[src/design/row_top_k_select_macros.svh]
// assertion macros for the row top-k selection block
`ifndef ROW_TOP_K_SELECT_MACROS_SVH
`define ROW_TOP_K_SELECT_MACROS_SVH

`ifndef SYNTHESIS
`define RTKS_ASSERT_IMPL(label, clk, rst_n, ante, cons) \
	label: assert property (@(posedge clk) disable iff (!rst_n) (ante) |-> (cons)) \
		else $error("rtks assertion failed");
`define RTKS_ASSERT_NEXT(label, clk, rst_n, ante, cons) \
	label: assert property (@(posedge clk) disable iff (!rst_n) (ante) |=> (cons)) \
		else $error("rtks assertion failed");
`else
`define RTKS_ASSERT_IMPL(label, clk, rst_n, ante, cons)
`define RTKS_ASSERT_NEXT(label, clk, rst_n, ante, cons)
`endif

`endif

[src/design/rtks_pkg.sv]
// shared types and constants of the row top-k selection block
`timescale 1ns / 1ps

package rtks_pkg;

	localparam int SCORE_W    = 32;
	localparam int IDX_W      = 12;
	localparam int RANK_W     = 4;
	localparam int CFG_IDX_W  = 2;
	localparam int CFG_DATA_W = 13;

	localparam logic [CFG_IDX_W-1:0] REG_NEIGHBOR_COUNT = 2'd0;
	localparam logic [CFG_IDX_W-1:0] REG_ROW_LENGTH     = 2'd1;
	localparam logic [CFG_IDX_W-1:0] REG_SKIP_DIAGONAL  = 2'd2;

	localparam logic [4:0]  NEIGHBOR_COUNT_RST = 5'd5;
	localparam logic [12:0] ROW_LENGTH_RST     = 13'd4096;
	localparam logic        SKIP_DIAGONAL_RST  = 1'b1;

	typedef struct packed {
		logic insert;
		logic load;
		logic pop;
	} cmd_t;

endpackage

[src/design/rtks_datapath.sv]
// kept list with parallel insertion and the result buffer
`timescale 1ns / 1ps

module rtks_datapath import rtks_pkg::*; #(
	parameter int MAX_K = 16,
	parameter int CW    = 12,
	parameter int KW    = 5
) (
	input  logic               clk,
	input  logic               arst_n,
	input  cmd_t               cmd,
	input  logic [SCORE_W-1:0] score,
	input  logic [CW-1:0]      col,
	input  logic [KW-1:0]      k_eff,
	output logic [KW-1:0]      new_count,
	output logic [SCORE_W-1:0] best_score,
	output logic [IDX_W-1:0]   column_index
);

	logic [SCORE_W-1:0] kept_score_q [MAX_K];
	logic [CW-1:0]      kept_col_q   [MAX_K];
	logic [KW-1:0]      kept_count_q;
	logic [SCORE_W-1:0] emit_score_q [MAX_K];
	logic [CW-1:0]      emit_col_q   [MAX_K];

	logic [SCORE_W-1:0] sh_score  [MAX_K];
	logic [CW-1:0]      sh_col    [MAX_K];
	logic [SCORE_W-1:0] new_score [MAX_K];
	logic [CW-1:0]      new_col   [MAX_K];
	logic [MAX_K-1:0]   ge;
	logic [MAX_K:0]     ge_ext;
	logic [KW-1:0]      kc;

	assign kc = (kept_count_q > k_eff) ? k_eff : kept_count_q;

	always_comb begin
		ge_ext[0] = 1'b1;
		sh_score[0] = score;
		sh_col[0] = col;
		for (int i = 0; i < MAX_K; i++) begin
			ge[i] = (KW'(i) < kc) && ($signed(kept_score_q[i]) >= $signed(score));
			ge_ext[i+1] = ge[i];
		end
		for (int i = 1; i < MAX_K; i++) begin
			sh_score[i] = kept_score_q[i-1];
			sh_col[i] = kept_col_q[i-1];
		end
		for (int i = 0; i < MAX_K; i++) begin
			if (ge[i]) begin
				new_score[i] = kept_score_q[i];
				new_col[i] = kept_col_q[i];
			end else if (ge_ext[i]) begin
				new_score[i] = score;
				new_col[i] = col;
			end else begin
				new_score[i] = sh_score[i];
				new_col[i] = sh_col[i];
			end
		end
	end

	// an insertion grows the list until it holds k entries
	always_comb begin
		if (cmd.insert && (kc < k_eff)) begin
			new_count = kc + KW'(1);
		end else begin
			new_count = kc;
		end
	end

	always_ff @(posedge clk or negedge arst_n) begin
		if (!arst_n) begin
			kept_count_q <= '0;
		end else if (cmd.load) begin
			kept_count_q <= '0;
		end else begin
			kept_count_q <= new_count;
		end
	end

	always_ff @(posedge clk) begin
		if (cmd.insert) begin
			for (int i = 0; i < MAX_K; i++) begin
				kept_score_q[i] <= new_score[i];
				kept_col_q[i] <= new_col[i];
			end
		end
	end

	// result buffer, head entry drives the outputs
	always_ff @(posedge clk) begin
		if (cmd.load) begin
			for (int i = 0; i < MAX_K; i++) begin
				emit_score_q[i] <= cmd.insert ? new_score[i] : kept_score_q[i];
				emit_col_q[i] <= cmd.insert ? new_col[i] : kept_col_q[i];
			end
		end else if (cmd.pop) begin
			for (int i = 0; i < MAX_K - 1; i++) begin
				emit_score_q[i] <= emit_score_q[i+1];
				emit_col_q[i] <= emit_col_q[i+1];
			end
		end
	end

	assign best_score = emit_score_q[0];
	assign column_index = IDX_W'(emit_col_q[0]);

endmodule

[src/design/rtks_controller.sv]
// configuration, row and column counting, and result sequencing
`timescale 1ns / 1ps

module rtks_controller import rtks_pkg::*; #(
	parameter int MAX_K = 16,
	parameter int MAX_N = 4096,
	parameter int CW    = 12,
	parameter int KW    = 5,
	parameter int NW    = 13
) (
	input  logic                  clk,
	input  logic                  arst_n,
	input  logic                  cfg_write,
	input  logic [CFG_IDX_W-1:0]  cfg_index,
	input  logic [CFG_DATA_W-1:0] cfg_data,
	input  logic                  score_valid,
	output logic                  score_ready,
	output logic                  result_valid,
	input  logic                  result_ready,
	output logic [IDX_W-1:0]      row_index,
	output logic [RANK_W-1:0]     rank,
	output logic                  last_of_row,
	output cmd_t                  cmd,
	output logic [CW-1:0]         col,
	output logic [KW-1:0]         k_eff,
	input  logic [KW-1:0]         new_count
);

	localparam int EW  = NW + 1;
	localparam int KCW = (KW > 5) ? KW : 5;

	typedef enum logic {ST_IDLE, ST_EMIT} state_t;

	state_t          state_q;
	logic [KW-1:0]   remaining_q;
	logic [KW-1:0]   rank_q;
	logic [IDX_W-1:0] out_row_q;

	logic [4:0]      nc_q;
	logic [12:0]     rl_q;
	logic            skip_q;
	logic [CW-1:0]   col_q;
	logic [CW-1:0]   row_q;

	logic [NW-1:0]   n_eff;
	logic [KCW-1:0]  k_tmp;
	logic            last_col;
	logic            last_row;
	logic            accept;
	logic            diag;

	always_ff @(posedge clk or negedge arst_n) begin
		if (!arst_n) begin
			nc_q <= NEIGHBOR_COUNT_RST;
			rl_q <= ROW_LENGTH_RST;
			skip_q <= SKIP_DIAGONAL_RST;
		end else if (cfg_write) begin
			case (cfg_index)
				REG_NEIGHBOR_COUNT: nc_q <= cfg_data[4:0];
				REG_ROW_LENGTH:     rl_q <= cfg_data[12:0];
				REG_SKIP_DIAGONAL:  skip_q <= cfg_data[0];
				default: ;
			endcase
		end
	end

	always_comb begin
		n_eff = (rl_q == 13'd0) ? NW'(1) : NW'(rl_q);
		if (n_eff > NW'(MAX_N)) begin
			n_eff = NW'(MAX_N);
		end
		k_tmp = (nc_q == 5'd0) ? KCW'(1) : KCW'(nc_q);
		if (k_tmp > KCW'(MAX_K)) begin
			k_tmp = KCW'(MAX_K);
		end
	end

	assign k_eff = KW'(k_tmp);
	assign last_col = (EW'(col_q) + EW'(1)) >= EW'(n_eff);
	assign last_row = (EW'(row_q) + EW'(1)) >= EW'(n_eff);
	assign diag = skip_q && (col_q == row_q);

	// the row's last score waits for the result buffer to drain
	assign score_ready = (state_q == ST_IDLE) || !last_col;
	assign accept = score_valid && score_ready;
	assign result_valid = (state_q == ST_EMIT);

	assign cmd.insert = accept && !diag;
	assign cmd.load = accept && last_col;
	assign cmd.pop = result_valid && result_ready;
	assign col = col_q;

	always_ff @(posedge clk or negedge arst_n) begin
		if (!arst_n) begin
			col_q <= '0;
			row_q <= '0;
		end else if (accept) begin
			if (last_col) begin
				col_q <= '0;
				row_q <= last_row ? '0 : CW'(EW'(row_q) + EW'(1));
			end else begin
				col_q <= CW'(EW'(col_q) + EW'(1));
			end
		end
	end

	always_ff @(posedge clk or negedge arst_n) begin
		if (!arst_n) begin
			state_q <= ST_IDLE;
			remaining_q <= '0;
			rank_q <= '0;
			out_row_q <= '0;
		end else begin
			case (state_q)
				ST_IDLE: begin
					if (cmd.load && (new_count != '0)) begin
						state_q <= ST_EMIT;
						remaining_q <= new_count;
						rank_q <= '0;
						out_row_q <= IDX_W'(row_q);
					end
				end
				ST_EMIT: begin
					if (cmd.pop) begin
						remaining_q <= remaining_q - KW'(1);
						rank_q <= rank_q + KW'(1);
						if (remaining_q == KW'(1)) begin
							state_q <= ST_IDLE;
						end
					end
				end
				default: state_q <= ST_IDLE;
			endcase
		end
	end

	assign row_index = out_row_q;
	assign rank = RANK_W'(rank_q);
	assign last_of_row = (remaining_q == KW'(1));

endmodule

[src/design/row_top_k_select.sv]
// top level of the row top-k selection block
//
// channel   direction  handshake                    payload
// score     in         score_valid / score_ready    score
// result    out        result_valid / result_ready  best_score column_index row_index rank
//                                                   last_of_row
// config    in         cfg_write                    cfg_index cfg_data
//
// one score is taken per cycle while score_ready is high; the insertion compare across the kept list is combinational
// the row's last score stalls until the result buffer from the previous row has drained
// a row gives up to k results, one per cycle while result_ready is high, from a MAX_K-entry result buffer
// reset sets k = 5, row length 4096, diagonal skip on; no clearing pass is needed
`timescale 1ns / 1ps
`include "row_top_k_select_macros.svh"

module row_top_k_select import rtks_pkg::*; #(
	parameter int MAX_K = 16,
	parameter int MAX_N = 4096
) (
	input  logic                  clk,
	input  logic                  arst_n,
	input  logic                  cfg_write,
	input  logic [CFG_IDX_W-1:0]  cfg_index,
	input  logic [CFG_DATA_W-1:0] cfg_data,
	input  logic                  score_valid,
	output logic                  score_ready,
	input  logic [SCORE_W-1:0]    score,
	output logic                  result_valid,
	input  logic                  result_ready,
	output logic [SCORE_W-1:0]    best_score,
	output logic [IDX_W-1:0]      column_index,
	output logic [IDX_W-1:0]      row_index,
	output logic [RANK_W-1:0]     rank,
	output logic                  last_of_row
);

	localparam int CW  = $clog2(MAX_N);
	localparam int KW  = $clog2(MAX_K + 1);
	localparam int NW0 = $clog2(MAX_N + 1);
	localparam int NW  = (NW0 > 13) ? NW0 : 13;

	cmd_t          cmd;
	logic [CW-1:0] col;
	logic [KW-1:0] k_eff;
	logic [KW-1:0] new_count;

	rtks_controller #(
		.MAX_K(MAX_K),
		.MAX_N(MAX_N),
		.CW(CW),
		.KW(KW),
		.NW(NW)
	) u_ctrl (
		.clk(clk),
		.arst_n(arst_n),
		.cfg_write(cfg_write),
		.cfg_index(cfg_index),
		.cfg_data(cfg_data),
		.score_valid(score_valid),
		.score_ready(score_ready),
		.result_valid(result_valid),
		.result_ready(result_ready),
		.row_index(row_index),
		.rank(rank),
		.last_of_row(last_of_row),
		.cmd(cmd),
		.col(col),
		.k_eff(k_eff),
		.new_count(new_count)
	);

	rtks_datapath #(
		.MAX_K(MAX_K),
		.CW(CW),
		.KW(KW)
	) u_dp (
		.clk(clk),
		.arst_n(arst_n),
		.cmd(cmd),
		.score(score),
		.col(col),
		.k_eff(k_eff),
		.new_count(new_count),
		.best_score(best_score),
		.column_index(column_index)
	);

	`RTKS_ASSERT_IMPL(a_first_rank_zero, clk, arst_n, $rose(result_valid), rank == '0)
	`RTKS_ASSERT_NEXT(a_rank_steps, clk, arst_n, result_valid && result_ready && !last_of_row, result_valid && (rank == RANK_W'($past(rank) + 4'd1)))
	`RTKS_ASSERT_NEXT(a_row_done, clk, arst_n, result_valid && result_ready && last_of_row, !result_valid)
	`RTKS_ASSERT_IMPL(a_no_load_busy, clk, arst_n, cmd.load, !result_valid)

endmodule
[config.mk]
export PLATFORM = sky130hd
export DESIGN_NAME = row_top_k_select
export DESIGN_NICKNAME = d
export VERILOG_FILES = /design/src/design/rtks_pkg.sv /design/src/design/rtks_datapath.sv /design/src/design/rtks_controller.sv /design/src/design/row_top_k_select.sv
export VERILOG_INCLUDE_DIRS = /design/src /design/src/design
export SDC_FILE = /design/constraint.sdc
export NUM_CORES = 2
export LEC_CHECK = 0
export ABC_AREA = 1
export BUFFER_PORTS_ARGS = -buffer_cell sky130_fd_sc_hd__buf_2
export CAP_MARGIN = 20
export CORE_MARGIN = 3
export CORE_UTILIZATION = 60
export CTS_CLUSTER_DIAMETER = 200
export DETAILED_ROUTE_END_ITERATION = 16
export GPL_TIMING_DRIVEN = 0
export PLACE_DENSITY = 0.84
export SLEW_MARGIN = 40
export SYNTH_ARGS = -nofsm -noshare
export SYNTH_HDL_FRONTEND = slang
export SYNTH_SLANG_ARGS = --single-unit
[constraint.sdc]
create_clock -name clk -period 38 [get_ports clk]
set_clock_uncertainty 0.05 [all_clocks]
set_input_delay 3.8 -clock clk [delete_from_list [all_inputs] [get_ports clk]]
set_output_delay 3.8 -clock clk [all_outputs]
set_load 0.02 [all_outputs]
After elaboration in Yosys (flattened, before gate mapping)
Memory sizes are Yosys's and may differ from the RTL's.
Cells that the tools add are included.
- bits of input ports: 52
- bits in registers: 71
- RAM bits: 1408
- word-level logic and storage cells: 280
- memories: 4
- output and inout bits: 63
- order comparisons: 38
- eq/ne operators: 6
- multiplexer cells: 150
- $add $sub $neg: 5
- reduce and logical (&&, ||, !) cells: 36
- bitwise gates (word level): 31
- memories (name ; depth ; width ; read ports ; clocked after Yosys merged registers in ; write ports ; line ; source):
    u_dp.emit_score_q ; 16 ; 32 ; 16 ; 0 ; 16 ; rtks_datapath.sv:23 ; logic [SCORE_W-1:0] emit_score_q [MAX_K];
    u_dp.kept_score_q ; 16 ; 32 ; 16 ; 0 ; 16 ; rtks_datapath.sv:20 ; logic [SCORE_W-1:0] kept_score_q [MAX_K];
    u_dp.emit_col_q ; 16 ; 12 ; 16 ; 0 ; 16 ; rtks_datapath.sv:24 ; logic [CW-1:0] emit_col_q [MAX_K];
    u_dp.kept_col_q ; 16 ; 12 ; 16 ; 0 ; 16 ; rtks_datapath.sv:21 ; logic [CW-1:0] kept_col_q [MAX_K];
- operators by type and width (kind ; count):
    32-bit 2-to-1 mux ; 62
    12-bit 2-to-1 mux ; 64
    32-bit >= comparator ; 16
    5-bit 2-to-1 mux ; 9
    4-bit by 5-bit < comparator with 1-bit output (first input constant) ; 8
    1-bit OR ; 30
    14-bit by 13-bit >= comparator with 1-bit output ; 2
    12-bit by 1-bit adder with 13-bit output (second input constant) ; 2
    13-bit 2-to-1 mux ; 2
    1-bit logical AND ; 23
    3-bit by 5-bit < comparator with 1-bit output (first input constant) ; 4
    5-bit one-hot mux with 2 select lines ; 2
    13-bit greater-than comparator (second input constant) ; 1
    13-bit logical NOT ; 1
    12-bit == test ; 1
    2-bit AND reduction ; 6
    5-bit by 1-bit adder with 5-bit output (second input constant) ; 2
    1-bit by 5-bit < comparator with 1-bit output (first input constant) ; 2
    2-bit by 5-bit < comparator with 1-bit output (first input constant) ; 2
    1-bit 2-to-1 mux ; 10
    5-bit by 1-bit == test with 1-bit output (second input constant) ; 1
    5-bit greater-than comparator ; 1
    5-bit greater-than comparator (second input constant) ; 1
    5-bit logical NOT ; 1
    other kinds (11) ; 13

Longest topological paths before layout
- depth after elaboration: 15
- mapped depth: 28
- gate-level depth less buffers: 27

Cells and area by module
From an unflattened synthesis, not the netlist that was laid out.
- cells, all modules: 11868
- area total of the unflattened synthesis: 92505.0 um^2
- by module, submodules not included (module ; cells each ; area each (um^2) ; instances ; sequential area each (um^2)):
    rtks_datapath ; 11308 ; 88354.7 ; 1 ; 41965.2
    rtks_controller ; 560 ; 4150.2 ; 1 ; 1631.6

Worst setup path after synthesis
No wires, ideal clock.
- kind: in2reg
- from: in score_valid
- to: mem u_dp.kept_col_q[0][0], enable pin
- library setup time: 1.279 ns
- arrival time: 22.286 ns
- required time: 36.671 ns
- buffers on the path: 2
- stages: 4
- path slack: 14.386 ns
- path through: nand3_2 inv_2 clkbuf_1 buf_1
- RTL lines (what ; line ; source):
    from (decl) ; row_top_k_select.sv:25 ; input logic score_valid,
    to (decl) ; rtks_datapath.sv:21 ;

==> impl_metrics.env <==
export IMPL_netlist_cell_type_count=51
export IMPL_setup_worst_path_class="in -> reg"
export IMPL_cp_start_kind="input pin"
export IMPL_unrepaired_setup_endpoints_after_global_routing="false"
export IMPL_postSynthNetCount=12380
export IMPL_status="completed"
export IMPL_num_vias=91660
export IMPL_postCtsResizedCells=0
export IMPL_fp_coreArea_mm2=0.1526
export IMPL_hold_viol_final=0
export IMPL_drt_drc_violations_left=0
export IMPL_hold_slack_ps=426.2
export IMPL_synthDominantCellAreaShare_pct=44.28
export IMPL_fp_dieH_um=398.7
export IMPL_total_number_of_nets_in_the_final_design=12750
export IMPL_rows=143
export IMPL_drive_gt1_share_pct=6.514
export IMPL_tightestPinTransition_ps=985.3
export IMPL_initialDrtViolationCount=14340
export IMPL_synthesis_instances=11770
export IMPL_hpwl_detailed_mm=276.3
export IMPL_fin_crit_sh_pct=24.40
export IMPL_period_minus_slack_ps=9273
export IMPL_synth_sequential_area_ratio_pct=47.13
export IMPL_clockRootBuffer="clkbuf_16"
export IMPL_hold_path_class="reg -> reg"
export IMPL_clock_sinks=1478
export IMPL_fmax_mhz=107.8
export IMPL_cts_buffers=166
export IMPL_slew_limit_headroom_pct=33.91
export IMPL_number_of_antenna_violations_at_the_first_check_in_global_routing=34
export IMPL_die_width_um=398.7
export IMPL_setup_total_negative_slack_ps=0
export IMPL_stdcell_area_mm2=0.1034
export IMPL_netlist_top_cells_area="edfxtp_1, nand2_1, nand3_1"
export IMPL_gr_ovfl_total=0
export IMPL_grt_util_all_layers_pct=45.75
export IMPL_grt_pass1_wl_mm=538.2
export IMPL_quantity_of_i_o_buffers_inserted_on_ports=114
export IMPL_max_cap_violations=0
export IMPL_top_level_port_count=115
export IMPL_final_wl_mm=370.0
export IMPL_cell_with_the_most_instances_after_synthesis="nand2_1"
export IMPL_total_of_fill_cells_in_the_finished_design=12530
export IMPL_die_area_mm2=0.1589
export IMPL_ys_seq_elements=1478
export IMPL_maxSlewViolCount=0
export IMPL_htreeDepth=4
export IMPL_primary_ff_master_synth="edfxtp_1"
export IMPL_route_antenna_remaining_nets=0
export IMPL_pin_count_of_the_biggest_net_entering_global_routing=58
export IMPL_critPathCaptureType="flop"
export IMPL_synth_edf_count=1364
export IMPL_detailedRoute_firstPassIterationCount=10
export IMPL_worst_path_max_fanout=13
export IMPL_post_cts_repair_setup_buffers=0
export IMPL_hold_buffers=0
export IMPL_post_synth_cell_area_avg_um2=7.860
export IMPL_avgViaCountPerCell=6.388
export IMPL_placement_cell_area_mm2=0.09779
export IMPL_first_global_vias=85950
export IMPL_required_time_at_the_endpoint_of_the_critical_path_ps=38490
export IMPL_avgRoutedWirePerCell_um=25.79
export IMPL_synthToLayoutAreaGrowth_pct=11.73
export IMPL_async_reset_ff_share_pct=4.736
export IMPL_clk_pin_slew_ps=60
export IMPL_initial_core_util_pct=60.61
export IMPL_ys_top_cells_by_count="nand2_1, nand3_1, edfxtp_1"
export IMPL_synth_area_leader_cell="edfxtp_1"
export IMPL_setup_viol=0
export IMPL_synth_warning_count=0
export IMPL_synth_area_mm2=0.09251
export IMPL_gp_congestion=0.9939
export IMPL_tritoncts="done"
export IMPL_clk_latency_ps=810
export IMPL_cts_root_to_sink_buffers=3
export IMPL_worst_endpoint_arrival_ps=9760
-- area by class of cell --
type / instances / area [um2] / share of cell area [%]
Clock buffer: 207 / 4413 / 4.269
Buffer: 712 / 3303 / 3.196
Multi-Input combinational cell: 8721 / 42570 / 41.18
Antenna cell: 38 / 95.09 / 0.09200
Sequential cell: 1478 / 43600 / 42.18
Tap cell: 2030 / 2540 / 2.457
Inverter: 859 / 3227 / 3.122
Clock inverter: 100 / 1030 / 0.9962
Timing Repair Buffer: 204 / 2590 / 2.506
-- per-stage QoR --
step,util [%],instances,setup slack (ps)
2_1_floorplan,-,11770,14390
3_3_place_gp,62.65,13910,1657
3_5_place_dp,64.08,14000,28650
4_1_cts,67.64,14310,29450
5_1_grt,67.68,14320,28820
6_report,67.72,14350,28730
-- layer usage --
layer  vias to the layer above  part of all wire (%)  track usage (%)
li1                      40310                     -                -
met1                     42160                    33            53.93
met2                      7298                    43            68.83
met3                      1875                    13            13.42
met4                        16                    10            38.62
met5                         -                 0.029                0
-- path summary, 6_finish.rpt --
kind,startpoint,endpoint,slack [ps],cells past startpoint
hold reg to reg,u_dp.kept_col_q[1][7],u_dp.kept_col_q[1][7],430,2
min in group asynchronous,arst_n,u_ctrl.row_index[1],2750,1
max in group asynchronous,arst_n,u_ctrl.rl_q[12],34560,2
setup / recovery,score[19],u_dp.emit_score_q[1][129],28730,17
setup reg to reg,u_ctrl.col[1],u_dp.emit_score_q[0][17],30500,27
hold / removal,u_dp.kept_col_q[1][7],u_dp.kept_col_q[1][7],430,2
-- cells by family (layout without fill, tap and decap cells) --
logic type	after synthesis	after routing	synth area share [%]
AO/OA/AOI/OAI	1142	1142	6.499
multiplexers	7	7	0.08521
flip-flops	1478	1478	47.13
AND/OR/NAND/NOR	6996	6996	31.72
buffers and inverters	1571	2082	6.872
XOR/XNOR	23	23	0.2178
other	0	38	0
adder cells (fa/ha/maj)	553	553	7.480
-- critical path, cell delays in order --
cell      delay (ps)
buf_2            340
clkinv_1         880
clkbuf_4         670
buf_12           290
ha_1             360
nand4_1          130
nor4_1           470
nand2_1          170
nand3_1          110
nand3_1          500
nand2_1          680
clkbuf_1         710
nand2_1          120
nand3_1          190
nand3_1          100
nand2_1          100
nand2_1           90
-- state kept, by name, summed over array words and instances (netlist names) --
| signal | flops |
|---|---|
| u_ctrl.nc_q | 5 |
| u_dp.emit_col_q | 192 |
| u_dp.kept_count_q | 5 |
| u_ctrl.rl_q | 13 |
| u_ctrl.remaining_q | 5 |
| u_ctrl.row_index | 12 |
| u_dp.emit_score_q | 512 |
| u_ctrl.skip_q | 1 |
| u_dp.kept_col_q | 192 |
| u_dp.kept_score_q | 512 |
| u_ctrl.rank_q | 4 |
| u_ctrl.col | 12 |
| u_ctrl.result_valid | 1 |
| u_ctrl.row_q | 12 |
-- cell usage in the layout (no fill, tap or decap), types with 18 or more instances in the layout --
master     synthesis  layout
o21ai_1           80      80
o21a_1            60      60
nand3_1         2026    2026
ha_1             553     553
buf_12             0      54
diode_2            0      38
clkbuf_16          0     170
inv_1            827     819
inv_2             23      28
dfxtp_1           44      44
buf_1             34      31
clkbuf_4           0      32
edfxtp_1        1364    1364
clkbuf_2           0      39
nor2_1           245     245
clkinv_1           8      39
nand2_1         4532    4531
nor3_1            20      20
bufinv_16          0      18
and2_1            72      72
clkinv_2           0      24
buf_4             72      74
xor2_1            19      19
buf_16             0      32
dfrtp_1           66      66
a21oi_1          818     818
clkbuf_1         476     440
o21ai_0          138     138
nand4_1           50      50
buf_2            126     241
Power is not shown: default switching activity piles up to over one toggle a cycle in this logic, so the estimate is an artifact.
